<file path="src/fts_pkg.sv">
`timescale 1ns / 1ps
// ----------------------------------------------------------------------------
// fts_pkg
// Shared widths, reset values and register codes of the frame time smoother.
// ----------------------------------------------------------------------------
package fts_pkg;

    localparam int HISTORY_DEPTH = 8;    // power of two, 2 to 64
    localparam int TICK_BITS     = 48;
    localparam int DATA_BITS     = 32;
    localparam int POS_BITS      = $clog2(HISTORY_DEPTH);
    localparam int SUM_BITS      = DATA_BITS + POS_BITS;
    localparam int CMP_BITS      = (TICK_BITS > DATA_BITS) ? TICK_BITS : DATA_BITS;
    localparam int ELAPSED_BITS  = 64;
    localparam int CFG_INDEX_BITS = 1;

    localparam logic [DATA_BITS-1:0] PEAK_RESET    = DATA_BITS'(200000);
    localparam logic [DATA_BITS-1:0] DEFAULT_RESET = DATA_BITS'(30000);

    localparam logic [CFG_INDEX_BITS-1:0] REG_PEAK_LIMIT       = 1'b0;
    localparam logic [CFG_INDEX_BITS-1:0] REG_DEFAULT_DURATION = 1'b1;

    localparam logic ACTION_RESTART = 1'b0;
    localparam logic ACTION_FRAME   = 1'b1;

endpackage

</file>
<file path="src/fts_ram.sv">
`timescale 1ns / 1ps
// ----------------------------------------------------------------------------
// fts_ram
// Generic single write port, single read port RAM with registered read.
// ----------------------------------------------------------------------------
module fts_ram #(
    parameter int WIDTH = 32,
    parameter int DEPTH = 8
) (
    input  logic                     clk,
    input  logic                     wr_en,
    input  logic [$clog2(DEPTH)-1:0] wr_addr,
    input  logic [WIDTH-1:0]         wr_data,
    input  logic                     rd_en,
    input  logic [$clog2(DEPTH)-1:0] rd_addr,
    output logic [WIDTH-1:0]         rd_data
);

    logic [WIDTH-1:0] mem [DEPTH];

    always_ff @(posedge clk)
    begin
        if (wr_en)
        begin
            mem[wr_addr] <= wr_data;
        end
        if (rd_en)
        begin
            rd_data <= mem[rd_addr];
        end
    end

endmodule

</file>
<file path="src/frame_time_smoother_unit.sv">
`timescale 1ns / 1ps
// ----------------------------------------------------------------------------
// frame_time_smoother_unit
// Smoothed frame clock: mean of the last frame durations, with spike rejection.
// ----------------------------------------------------------------------------
// Input channel (in_valid/in_ready) carries action and tick. A restart
// refills the history with default_duration and zeroes elapsed time and
// frame count; a frame boundary measures the ticks since the last event,
// replaces a duration above peak_limit by the newest stored one, and
// updates the running mean, the elapsed time and the frame count.
// Output channel (out_valid/out_ready) returns one result per transaction.
// out_valid rises as the working stage hands over its result. Throughput
// is one transaction per cycle while results are taken: the history RAM
// is read at accept and written as the working stage passes on, and the
// next read after a frame is of the following entry: no read/write conflict.
// A full output register that is not taken holds the working stage, and
// in_ready drops until the result leaves.
// Reset (rst_n, asynchronous) gives the restart state with the reset
// defaults; the history RAM is covered by per-entry valid bits, so no
// clearing pass is needed. Configuration writes via cfg_write_en,
// cfg_index, cfg_data take effect at once; a new default applies from
// the next restart.
// ----------------------------------------------------------------------------
module frame_time_smoother_unit (
    input  logic                                   clk,
    input  logic                                   rst_n,
    input  logic                                   cfg_write_en,
    input  logic [fts_pkg::CFG_INDEX_BITS-1:0]     cfg_index,
    input  logic [fts_pkg::DATA_BITS-1:0]          cfg_data,
    input  logic                                   in_valid,
    output logic                                   in_ready,
    input  logic                                   action,
    input  logic [fts_pkg::TICK_BITS-1:0]          tick,
    output logic                                   out_valid,
    input  logic                                   out_ready,
    output logic [fts_pkg::DATA_BITS-1:0]          predicted_duration,
    output logic [fts_pkg::ELAPSED_BITS-1:0]       elapsed_time,
    output logic [fts_pkg::DATA_BITS-1:0]          frame_count,
    output logic                                   spike_replaced
);

    localparam int DEPTH = fts_pkg::HISTORY_DEPTH;
    localparam int DW    = fts_pkg::DATA_BITS;
    localparam int PW    = fts_pkg::POS_BITS;
    localparam int SW    = fts_pkg::SUM_BITS;
    localparam int TW    = fts_pkg::TICK_BITS;
    localparam int CW    = fts_pkg::CMP_BITS;
    localparam int EW    = fts_pkg::ELAPSED_BITS;
    localparam logic [PW-1:0] LAST_POS = PW'(DEPTH - 1);

    // configuration
    logic [DW-1:0] peak_limit_reg;
    logic [DW-1:0] default_duration_reg;

    // accept side
    logic [PW-1:0] pos_reg, pos_next;
    logic [TW-1:0] prev_tick_reg;
    logic [TW-1:0] meas;
    logic [CW-1:0] meas_ext;
    logic          accept;

    // working stage
    logic          s1_valid_reg, s1_valid_next;
    logic          s1_action_reg;
    logic [PW-1:0] s1_pos_reg;
    logic          s1_spike_reg;
    logic [DW-1:0] s1_meas_reg;
    logic          s1_go;

    // history state
    logic [DEPTH-1:0] hist_valid_reg, hist_valid_next;
    logic [DW-1:0]    fill_reg, fill_next;
    logic [DW-1:0]    newest_reg, newest_next;
    logic [SW-1:0]    window_sum_reg, window_sum_next;
    logic [DW-1:0]    ram_rd_data;
    logic [DW-1:0]    oldest;
    logic [DW-1:0]    dur;

    // results, which are also the accumulators
    logic          out_valid_reg, out_valid_next;
    logic [DW-1:0] pred_reg, pred_next;
    logic [EW-1:0] elapsed_reg, elapsed_next;
    logic [DW-1:0] count_reg, count_next;
    logic          spike_reg, spike_next;

    assign s1_go    = s1_valid_reg && (!out_valid_reg || out_ready);
    assign in_ready = !s1_valid_reg || s1_go;
    assign accept   = in_valid && in_ready;

    assign meas     = tick - prev_tick_reg;
    assign meas_ext = CW'(meas);

    always_comb
    begin
        if (action == fts_pkg::ACTION_RESTART)
        begin
            pos_next = '0;
        end
        else if (pos_reg == LAST_POS)
        begin
            pos_next = '0;
        end
        else
        begin
            pos_next = pos_reg + PW'(1);
        end
    end

    fts_ram #(
        .WIDTH (DW),
        .DEPTH (DEPTH)
    ) u_history (
        .clk     (clk),
        .wr_en   (s1_go && (s1_action_reg == fts_pkg::ACTION_FRAME)),
        .wr_addr (s1_pos_reg),
        .wr_data (dur),
        .rd_en   (accept),
        .rd_addr (pos_reg),
        .rd_data (ram_rd_data)
    );

    assign oldest = hist_valid_reg[s1_pos_reg] ? ram_rd_data : fill_reg;
    assign dur    = s1_spike_reg ? newest_reg : s1_meas_reg;

    always_comb
    begin
        hist_valid_next = hist_valid_reg;
        fill_next       = fill_reg;
        newest_next     = newest_reg;
        window_sum_next = window_sum_reg;
        pred_next       = pred_reg;
        elapsed_next    = elapsed_reg;
        count_next      = count_reg;
        spike_next      = spike_reg;
        if (s1_go)
        begin
            if (s1_action_reg == fts_pkg::ACTION_RESTART)
            begin
                hist_valid_next = '0;
                fill_next       = default_duration_reg;
                newest_next     = default_duration_reg;
                window_sum_next = SW'(default_duration_reg) << PW;
                pred_next       = default_duration_reg;
                elapsed_next    = '0;
                count_next      = '0;
                spike_next      = 1'b0;
            end
            else
            begin
                hist_valid_next[s1_pos_reg] = 1'b1;
                newest_next     = dur;
                window_sum_next = window_sum_reg - SW'(oldest) + SW'(dur);
                pred_next       = DW'(window_sum_next >> PW);
                elapsed_next    = elapsed_reg + EW'(pred_next);
                count_next      = count_reg + DW'(1);
                spike_next      = s1_spike_reg;
            end
        end
    end

    always_comb
    begin
        if (accept)
        begin
            s1_valid_next = 1'b1;
        end
        else if (s1_go)
        begin
            s1_valid_next = 1'b0;
        end
        else
        begin
            s1_valid_next = s1_valid_reg;
        end

        if (s1_go)
        begin
            out_valid_next = 1'b1;
        end
        else if (out_ready)
        begin
            out_valid_next = 1'b0;
        end
        else
        begin
            out_valid_next = out_valid_reg;
        end
    end

    always_ff @(posedge clk or negedge rst_n)
    begin
        if (!rst_n)
        begin
            peak_limit_reg       <= fts_pkg::PEAK_RESET;
            default_duration_reg <= fts_pkg::DEFAULT_RESET;
            pos_reg              <= '0;
            prev_tick_reg        <= '0;
            s1_valid_reg         <= 1'b0;
            out_valid_reg        <= 1'b0;
            hist_valid_reg       <= '0;
            fill_reg             <= fts_pkg::DEFAULT_RESET;
            newest_reg           <= fts_pkg::DEFAULT_RESET;
            window_sum_reg       <= SW'(fts_pkg::DEFAULT_RESET) << PW;
            pred_reg             <= fts_pkg::DEFAULT_RESET;
            elapsed_reg          <= '0;
            count_reg            <= '0;
            spike_reg            <= 1'b0;
        end
        else
        begin
            if (cfg_write_en)
            begin
                case (cfg_index)
                    fts_pkg::REG_PEAK_LIMIT:       peak_limit_reg       <= cfg_data;
                    fts_pkg::REG_DEFAULT_DURATION: default_duration_reg <= cfg_data;
                    default:                       ;
                endcase
            end
            if (accept)
            begin
                pos_reg       <= pos_next;
                prev_tick_reg <= tick;
            end
            s1_valid_reg   <= s1_valid_next;
            out_valid_reg  <= out_valid_next;
            hist_valid_reg <= hist_valid_next;
            fill_reg       <= fill_next;
            newest_reg     <= newest_next;
            window_sum_reg <= window_sum_next;
            pred_reg       <= pred_next;
            elapsed_reg    <= elapsed_next;
            count_reg      <= count_next;
            spike_reg      <= spike_next;
        end
    end

    // working stage payload
    always_ff @(posedge clk)
    begin
        if (accept)
        begin
            s1_action_reg <= action;
            s1_pos_reg    <= pos_reg;
            s1_spike_reg  <= (action == fts_pkg::ACTION_FRAME)
                             && (meas_ext > CW'(peak_limit_reg));
            s1_meas_reg   <= meas_ext[DW-1:0];
        end
    end

    assign out_valid          = out_valid_reg;
    assign predicted_duration = pred_reg;
    assign elapsed_time       = elapsed_reg;
    assign frame_count        = count_reg;
    assign spike_replaced     = spike_reg;

endmodule
</file>
<file path="config.mk">
export PLATFORM = sky130hd
export DESIGN_NAME = frame_time_smoother_unit
export DESIGN_NICKNAME = d
export VERILOG_FILES = /design/src/fts_pkg.sv /design/src/fts_ram.sv /design/src/frame_time_smoother_unit.sv
export SDC_FILE = /design/constraint.sdc
export NUM_CORES = 1
export LEC_CHECK = 0
export BUFFER_PORTS_ARGS = -buffer_cell sky130_fd_sc_hd__buf_4
export CORE_MARGIN = 2
export CORE_UTILIZATION = 30
export DETAILED_ROUTE_END_ITERATION = 10
export SETUP_SLACK_MARGIN = 0.2
export SLEW_MARGIN = 20
export SYNTH_ARGS = -nofsm -noshare
export SYNTH_HDL_FRONTEND = slang
export SYNTH_HIERARCHICAL = 1
export SYNTH_SLANG_ARGS = --single-unit
</file>
<file path="constraint.sdc">
create_clock -name clk -period 15.98 [get_ports clk]
set_input_delay 3.196 -clock clk [delete_from_list [all_inputs] [get_ports clk]]
set_output_delay 3.196 -clock clk [all_outputs]
set_load 0.01 [all_outputs]
</file>
Word-level counts from Yosys, hierarchy flattened

Memory sizes are Yosys's and may differ from the RTL's. A register that Yosys moved wholly into a read port is not among the register bits.
Index checks and enable logic that the tools add are counted.

Flip-flop bits (word level): 390
Memories: 1
RAM bits: 256
Output and inout bits: 131
Input port bits: 87

Bitwise operators: 3
Reduce and logical (&&, ||, !) cells: 14
$add $sub $neg: 6
Order comparisons: 3
Eq/ne operators: 1
Multiplexer cells: 21

Memories:

| memory        | words | width | read ports | clocked after memory_dff | wr ports | RTL line      | text |
|---|---|---|---|---|---|---|---|
| u_history.mem | 8     | 32    | 1          | 1                        | 1        | fts_ram.sv:19 | `logic [WIDTH-1:0] mem [DEPTH];` |

Operator list:

| operator              | count |
|---|---|
| $mux 32               | 5 |
| $add 64x32->64        | 1 |
| $mux 64               | 1 |
| $gt 48x32->1          | 1 |
| $sub 48x48->48        | 1 |
| $add 35x32->35        | 1 |
| $mux 35               | 1 |
| $sub 35x32->35        | 1 |
| $add 32x1->32 const B | 1 |
| $mux 1                | 9 |
| $mux 8                | 1 |
| $or 8x8->8            | 1 |
| $mux 3                | 2 |
| $reduce_and 2->1      | 3 |
| $logic_and 1x1->1     | 5 |
| $lt 3x4->1 const B    | 1 |
| $reduce_bool 2->1     | 2 |
| $add 3x1->3 const B   | 1 |
| $bmux 1 s3            | 1 |
| $demux 1 s3           | 1 |
| $eq 3x3->1 const B    | 1 |
| $ge 3x1->1 const B    | 1 |
| $logic_not 1->1       | 2 |
| $logic_or 1x1->1      | 2 |
| $not 1->1             | 2 |

Longest topological paths before layout

Gate-level depths: netlist (run 1).

Depth in word-level cells: 7
Gate-level depth with buffers: 36

By module

The synthesis (run 1) kept the hierarchy.

Modules (own cells, without submodules):

| module                   | cells an instance | sequential area each (um2) | area each (um2) | instances |
|---|---|---|---|---|
| frame_time_smoother_unit | 2,511             | 9,186.3                    | 22,873.2        | 1 |
| fts_ram                  | 415               | 8,648.3                    | 10,786.6        | 1 |

Worst setup path after synthesis (run 1)

Ideal clock, no wire load.

Path type: input-to-reg
From: in tick[0] (netlist bit)
To: reg s1_spike_reg, data pin
Data required time: 15.721 ns
Slack: 8.389 ns
Stages: 24
Buffers on the path: 0
Arrival time: 7.332 ns
Path through: inv_1 > ha_1 > inv_1 > fa_1 > a211oi_1 > o21bai_1 > a21oi_1 > o21ai_2 > a21oi_1 > o21a_1 > o21ai_0 > a21oi_1 > o21ai_0 > a21oi_1 > xnor2_1 > ha_1 > nand4_1 > or2_2 > or3_1 > o32ai_1 > nand4_1 > nor4_1 > nand4_1 > o31a_1

Word-level cells in the longest chain between the ends: 3

RTL lines:

| element              | RTL line                        | text |
|---|---|---|
| start, declared      | frame_time_smoother_unit.sv:33  | `input logic [fts_pkg::TICK_BITS-1:0] tick,` |
| $sub 48x48->48       | frame_time_smoother_unit.sv:90  | `assign meas = tick - prev_tick_reg;` |
| via meas[30]         | frame_time_smoother_unit.sv:58  | `logic [TW-1:0] meas;` |
| $gt 48x32->1         | frame_time_smoother_unit.sv:245 | `&& (meas_ext > CW'(peak_limit_reg));` |
| $logic_and 1x1->1    | frame_time_smoother_unit.sv:245 |  |
| end signal, assigned | frame_time_smoother_unit.sv:244 | `s1_spike_reg <= (action == fts_pkg::ACTION_FRAME)` |
| end, declared        | frame_time_smoother_unit.sv:66  | `logic s1_spike_reg;` |

The timed path passes the listed nets, and every way through them passes these cells.
A chain may end at the register's enable or synchronous reset.

Worst setup path in the final report (run 1)

From: reg s1_pos_reg[0]
To: reg elapsed_reg[53] (netlist: elapsed_time[53])

Word-level cells in the longest chain between the ends: 7

RTL lines:

| element                      | RTL line                        | text |
|---|---|---|
| start, declared              | frame_time_smoother_unit.sv:65  | `logic [PW-1:0] s1_pos_reg;` |
| start signal, assigned       | frame_time_smoother_unit.sv:243 | `s1_pos_reg <= pos_reg;` |
| $bmux 1 s3                   | frame_time_smoother_unit.sv:122 | `assign oldest = hist_valid_reg[s1_pos_reg] ? ram_rd_data : fill_reg;` |
| $mux 1 (not written as such) | frame_time_smoother_unit.sv:122 |  |
| $mux 32                      | frame_time_smoother_unit.sv:122 |  |
| $sub 35x32->35               | frame_time_smoother_unit.sv:152 | `window_sum_next = window_sum_reg - SW'(oldest) + SW'(dur);` |
| $add 35x32->35               | frame_time_smoother_unit.sv:152 |  |
| $add 64x32->64               | frame_time_smoother_unit.sv:154 | `elapsed_next = elapsed_reg + EW'(pred_next);` |
| $mux 64                      | frame_time_smoother_unit.sv:137 | `if (s1_action_reg == fts_pkg::ACTION_RESTART)` |
| end signal, assigned         | frame_time_smoother_unit.sv:231 | `elapsed_reg <= elapsed_next;` |
| end, declared                | frame_time_smoother_unit.sv:82  | `logic [EW-1:0] elapsed_reg, elapsed_next;` |

Every way passes these cells. The select of a mux whose other input is x is not followed.

==> metrics, run 1 <==
status finished, final reports clean; Comb pwr share 0.529; Avg Cell Area, Syn 11.5 um^2; count leader, synth nand2_1; post-synthesis simple-gate area fraction 0.105; drt drc 0; Post-layout nets approximately 3,400; Crit path top cell by count o21a_1; Pwr Total 8.59 mW; Worst Tran Pin Value around 1.1 ns; clock share of power 0.210; RSZ-0062 raised after global routing no; Post-synth top cells nand2_1 (395), edfxtp_1 (325), dfrtp_1 (287), o21ai_0 (238), a21oi_1 (173); Psw between 3 and 4 mW; first-pass GRT wire length ~140,000 um; synth top area cells edfxtp_1 (29%), dfrtp_1 (21%), ha_1 (5.6%), nand2_1 (4.4%), o21ai_0 (3.5%); largest net degree at the start of global routing about 140; Worst path max stage delay 0.67 ns; vias in the first global route 22,400; leading area contributor after synthesis edfxtp_1; wire per inst 20.6 um; Detail Placement HPWL 65,800 um; Iteration-0 DRC Markers 1,827; Ports roughly 220; Pre-antenna DRT Iters 5; ys flop type edfxtp_1; core area 111,000 um^2; adder-cell share of the synthesized area 0.0764; ant diodes 0; hold-critical path depth 2; end of the worst hold path fill_reg[4]$_DFFE_PN1P_; Initial Util 0.303; CP Max Fanout 27; hold_buf cts 0; share of total power in sequential cells 0.261; max_slew headroom 0.282; P per Cell Area 219 nW/um^2; Yosys cell types 84; Synth top area share 0.290; RR Startpoint s1_pos_reg[0]$_DFFE_PP_; startpoint types register; Seq cells post-synth 646; vias post-DR between 20,000 and 25,000; Fin Setup TNS 0 ns; initial antenna violation count 3; Worst-path clk slew 0.06 ns; fin crit period a little over 8 ns; layout cell share with drive strength beyond 1 0.179; post-cts sizing count 0; Setup Fix Bufs, Post-CTS 0; Post-synth EDFFs 325; CTS tree built; Die Wd 339 um; Via density about 5.0; CTS max path bufs 3; Rows between 100 and 150; xor/xnor share of the synthesized area 0.0367; Hold Vio Cnt, Final 0; clk_lat worst skew 0.64 ns; chip height 339 um; GRT Residual Overflow 0; yosys warns 6; DRT antenna net count 0; Sw Ratio 0.428; Die ar. 115,000 um^2; Worst R2R Setup Slack 7.67 ns; peak supply drop 124 uV; Leak about 16 nW; largest family of logic cells by synthesized area compound AO/OA/AOI/OAI gates; Port Buf Inserts between 200 and 250; max reg flops 256; Post-Syn Area 33,700 um^2; slowest stage cell on the critical path edfxtp_1; critical path class register to register; GPL Wtd Cong 0.873; mux contribution to synthesized area 0.0942; maxcap violations 0; skew final between 0.03 and 0.04 ns; max frequency 120 MHz; Post-Route WL about 95,000 um; Async SR Flop Fraction 0.497; number of clock sinks 646; endpoint type of the worst setup path register; Seq/Total Area, Yosys 0.530; Synthesized Nets 3,198; period utilization 0.520; reg2reg end elapsed_time[53]$_DFFE_PN0P_; total CTS buffers 73; max-slew violations 0; Reg2Reg Depth 32; # setup viols final 0; post-synthesis compound-gate area fraction 0.118; clock root buffer clkbuf_16; Worst EP required 16.44 ns; HP Start fill_reg[4]$_DFFE_PN1P_; P_int 4.91 mW; CTS HTree Levels 3; Fillers 10,900; layout overhead on the synthesized area 16.6%; Hold Path Class register to register; arrival time worst endpoint 8.77 ns; Mapped Cells 2,926; total track usage 0.162
worst max-delay path, delay by kind of cell (launching register included):
kind	cells	cell delay [ns]
AO/OA/AOI/OAI	15	3.62
XOR/XNOR	1	0.16
adder cells (fa/ha/maj)	4	1.05
buffers and inverters	3	0.66
flip-flops	1	0.67
multiplexers	1	0.40
AND/OR/NAND/NOR	8	1.51
power groups by stage:
stage | logic [mW] | registers, mW | clock network, mW
finish | 4.55 | 2.24 | 1.80
global route | 5.02 | 2.27 | 1.91
detailed placement | 4.50 | 2.27 | 0
global placement | 4.46 | 2.27 | 0
floorplan | 3.31 | 2.19 | 0
CTS | 4.53 | 2.24 | 1.84
area by class of cell:
cell class	instances	area, um^2	area share
clock inverter	39	544	0.0139
multi-input combinational	1981	14600	0.371
tap	1488	1860	0.0475
clock buffer	96	2050	0.0521
timing repair buffer	247	1870	0.0478
sequential	646	17800	0.455
inverter	132	500	0.0128
worst max-delay path by stage:
stage | slack [ns] | end | start
global route | 6.94 | elapsed_time[61]$_DFFE_PN0P_ | s1_pos_reg[0]$_DFFE_PP_
floorplan | 8.39 | s1_spike_reg$_DFFE_PP_ | tick[0]
global placement | 7.61 | s1_spike_reg$_DFFE_PP_ | tick[0]
detailed placement | 7.51 | s1_spike_reg$_DFFE_PP_ | tick[0]
finish | 7.67 | elapsed_time[53]$_DFFE_PN0P_ | s1_pos_reg[0]$_DFFE_PP_
CTS | 7.72 | elapsed_time[53]$_DFFE_PN0P_ | s1_pos_reg[0]$_DFFE_PP_
layer usage:
metal | wire length, um | GRT usage
met1 | 45600 | 0.242
met2 | 41100 | 0.240
met3 | 7030 | 0.0361
met4 | 1500 | 0.0329
met5 | 13 | 0
cell families after synthesis:
kind of cell / Yosys count
adder cells (fa/ha/maj): 185
XOR/XNOR: 141
AND/OR/NAND/NOR: 792
AO/OA/AOI/OAI: 654
buffers and inverters: 299
multiplexers: 209
flip-flops: 646
stage by stage:
stage | setup WS, ns | area (um^2) | util | std cells | hold WS, ns
floorplan | 8.39 | 33700 | - | 2926 | 0.437
global placement | 7.61 | 36600 | 0.330 | 4494 | 0.447
detailed placement | 7.51 | 36600 | 0.330 | 4494 | 0.450
CTS | 7.72 | 39200 | 0.354 | 4629 | 0.460
global route | 6.94 | 39200 | 0.354 | 4629 | 0.464
finish | 7.67 | 39200 | 0.354 | 4629 | 0.461
placed cells by master, fill, tap and decap left out, types with 40 or more instances in the layout:
cell,Yosys,final
mux4_1,40,40
o21ai_0,238,238
nor2_1,152,145
nand2_1,395,394
a21oi_1,173,173
clkbuf_16,0,75
edfxtp_1,325,325
mux2i_1,44,44
nand4_1,48,48
xor2_1,60,60
dfrtp_1,287,285
xnor2_1,81,81
ha_1,151,151
nand3_1,52,52
buf_4,32,245
a21o_1,64,64
mux2_2,101,101
inv_1,132,131
Note: power is estimated with default switching activity, not from simulation.
==> run 2, diff against run 1 <==
==> constraint.sdc (replaced) <==
create_clock -name clk -period 7.75 [get_ports clk]
set_input_delay 1.55 -clock clk [delete_from_list [all_inputs] [get_ports clk]]
set_output_delay 1.55 -clock clk [all_outputs]
set_load 0.01 [all_outputs]
==> metrics, run 2 (synthesized netlist as in run 1, its figures left out) <==
initial antenna violation count 0; final core occ 0.355; endpoint type of the worst setup path register; post-route setup slack 0.618 ns; Fin Setup TNS 0 ns; max frequency 140 MHz; max_slew headroom 0.258; first-pass GRT wire length around 140,000 um; Hold Vio Cnt, Final 0; Worst-path clk slew 0.06 ns; Post-Route WL 94,600 um; startpoint types register; chip height 339 um; slowest stage cell on the critical path edfxtp_1; CTS HTree Levels 3; total CTS buffers 74; RSZ-0062 raised after global routing yes; skew final 0.0250 ns; period utilization 0.920; Leak 16.0 nW; core area 111,000 um^2; largest net degree at the start of global routing 117; total track usage 0.161; Port Buf Inserts roughly 220; status finished, final reports clean; Rows 122; # setup viols final 0; Crit path top cell by count o21a_1; max-slew violations 0; GPL Wtd Cong 0.888; number of clock sinks around 650; Worst EP required 8.23 ns; maxcap violations 0; CTS tree built; Worst path max stage delay 0.47 ns; commonest non-fill, non-tap cell in the layout nand2_1; Die ar. approximately 110,000 um^2; Worst Tran Pin Value between 1 and 1.5 ns; Iteration-0 DRC Markers 2,025; vias in the first global route between 20,000 and 25,000; fin crit period ~7 ns; clock root buffer clkbuf_16; Via density approximately 5; CP Max Fanout 7; Die Wd 339 um; most frequent cells in the layout nand2_1 (394), edfxtp_1 (325), dfrtp_1 (285), buf_4 (253), o21ai_0 (238); Hold Path Class register to register; clk_lat worst skew 0.63 ns; DRT antenna net count 0; placed insts 4,503; Post-layout nets 3,369; GRT Residual Overflow 0; Placement Setup Slack 0.418 ns; layout overhead on the synthesized area 17.0%; wire per inst 20.4 um; drt drc 0; peak supply drop 286 uV; P per Cell Area 449 nW/um^2; max reg flops 256; Pre-antenna DRT Iters 5; Ports 218; layout cell share with drive strength beyond 1 0.183; Non-Filler Instances 4,646; CTS max path bufs 3; Initial Util 0.303; arrival time worst endpoint 7.61 ns; worst hold slack between 0.4 and 0.5 ns; Detail Placement HPWL 67,000 um; ant diodes 0; vias post-DR 23,200; critical path class register to register
==> run 2: changes by cell type in the layout (fill, tap and decap cells not counted), sizes merged <==
cell      before  now
buf          247  262
bufinv        11    6
clkbuf        96  101
clkinv        21   24
inv          136  134
clkinvlp       3    4
==> run 2: routing by layer <==
layer	wire (um)	GRT usage	vias up
li1	-	-	10900
met1	43900	0.231	11500
met2	41300	0.239	704
met3	7480	0.0432	111
met4	1880	0.0386	0
met5	0	0	-
==> run 2: metrics by stage <==
stage                     power (mW)  cell area, um^2
final                           17.7            39400
after global routing            19.0            39400
after CTS                       17.6            39300
after detailed placement        14.0            36800
after global placement          13.9            36800
after floorplan                 11.3            33700
==> run 2: path summary, 6_finish.rpt <==
check,end,slack [ns],from,cells after the start
worst min register to register,fill_reg[8]$_DFFE_PN1P_,0.46,fill_reg[8]$_DFFE_PN1P_,2
worst min-delay path,fill_reg[8]$_DFFE_PN1P_,0.46,fill_reg[8]$_DFFE_PN1P_,2
worst max register to register,elapsed_time[27]$_DFFE_PN0P_,0.62,s1_pos_reg[0]$_DFFE_PP_,28
max in group asynchronous,frame_count[25]$_DFFE_PN0P_,5.47,rst_n,2
min in group asynchronous,prev_tick_reg[3]$_DFFE_PN0P_,1.00,rst_n,1
worst max-delay path,elapsed_time[27]$_DFFE_PN0P_,0.62,s1_pos_reg[0]$_DFFE_PP_,28
==> run 2: layout make-up <==
class                   instances  area (um^2)
well taps                    1488         1860
clock buffers                 101         2080
multi-input cells            1981        14600
flip-flops and latches        646        17800
clock inverters                36          390
repair buffers                262         2070
inverters                     132          498
fillers                     10900        71600
==> run 2: worst max-delay path: cells and delay by family (launching register included) <==
kind | cells | cell delay (ns)
adders and majority gates | 3 | 1.04
AOI/OAI and AO/OA | 15 | 3.62
xor gates and xnor gates | 1 | 0.15
DFF | 1 | 0.47
and+or+nand+nor | 7 | 1.09
muxes | 2 | 0.59
==> run 2: timing repair <==
action,4_1_cts,5_1_grt
endpoints found under the setup margin,0,37
resized for setup,0,13
hold buffers,0,0
setup buffers,0,6
==> run 2: power breakdown <==
part / switching, mW / internal, mW / leakage [nW]
logic: 5.69 / 3.81 / 7.82
clock network: 1.46 / 2.09 / 1.20
registers: 0.426 / 4.21 / 6.99
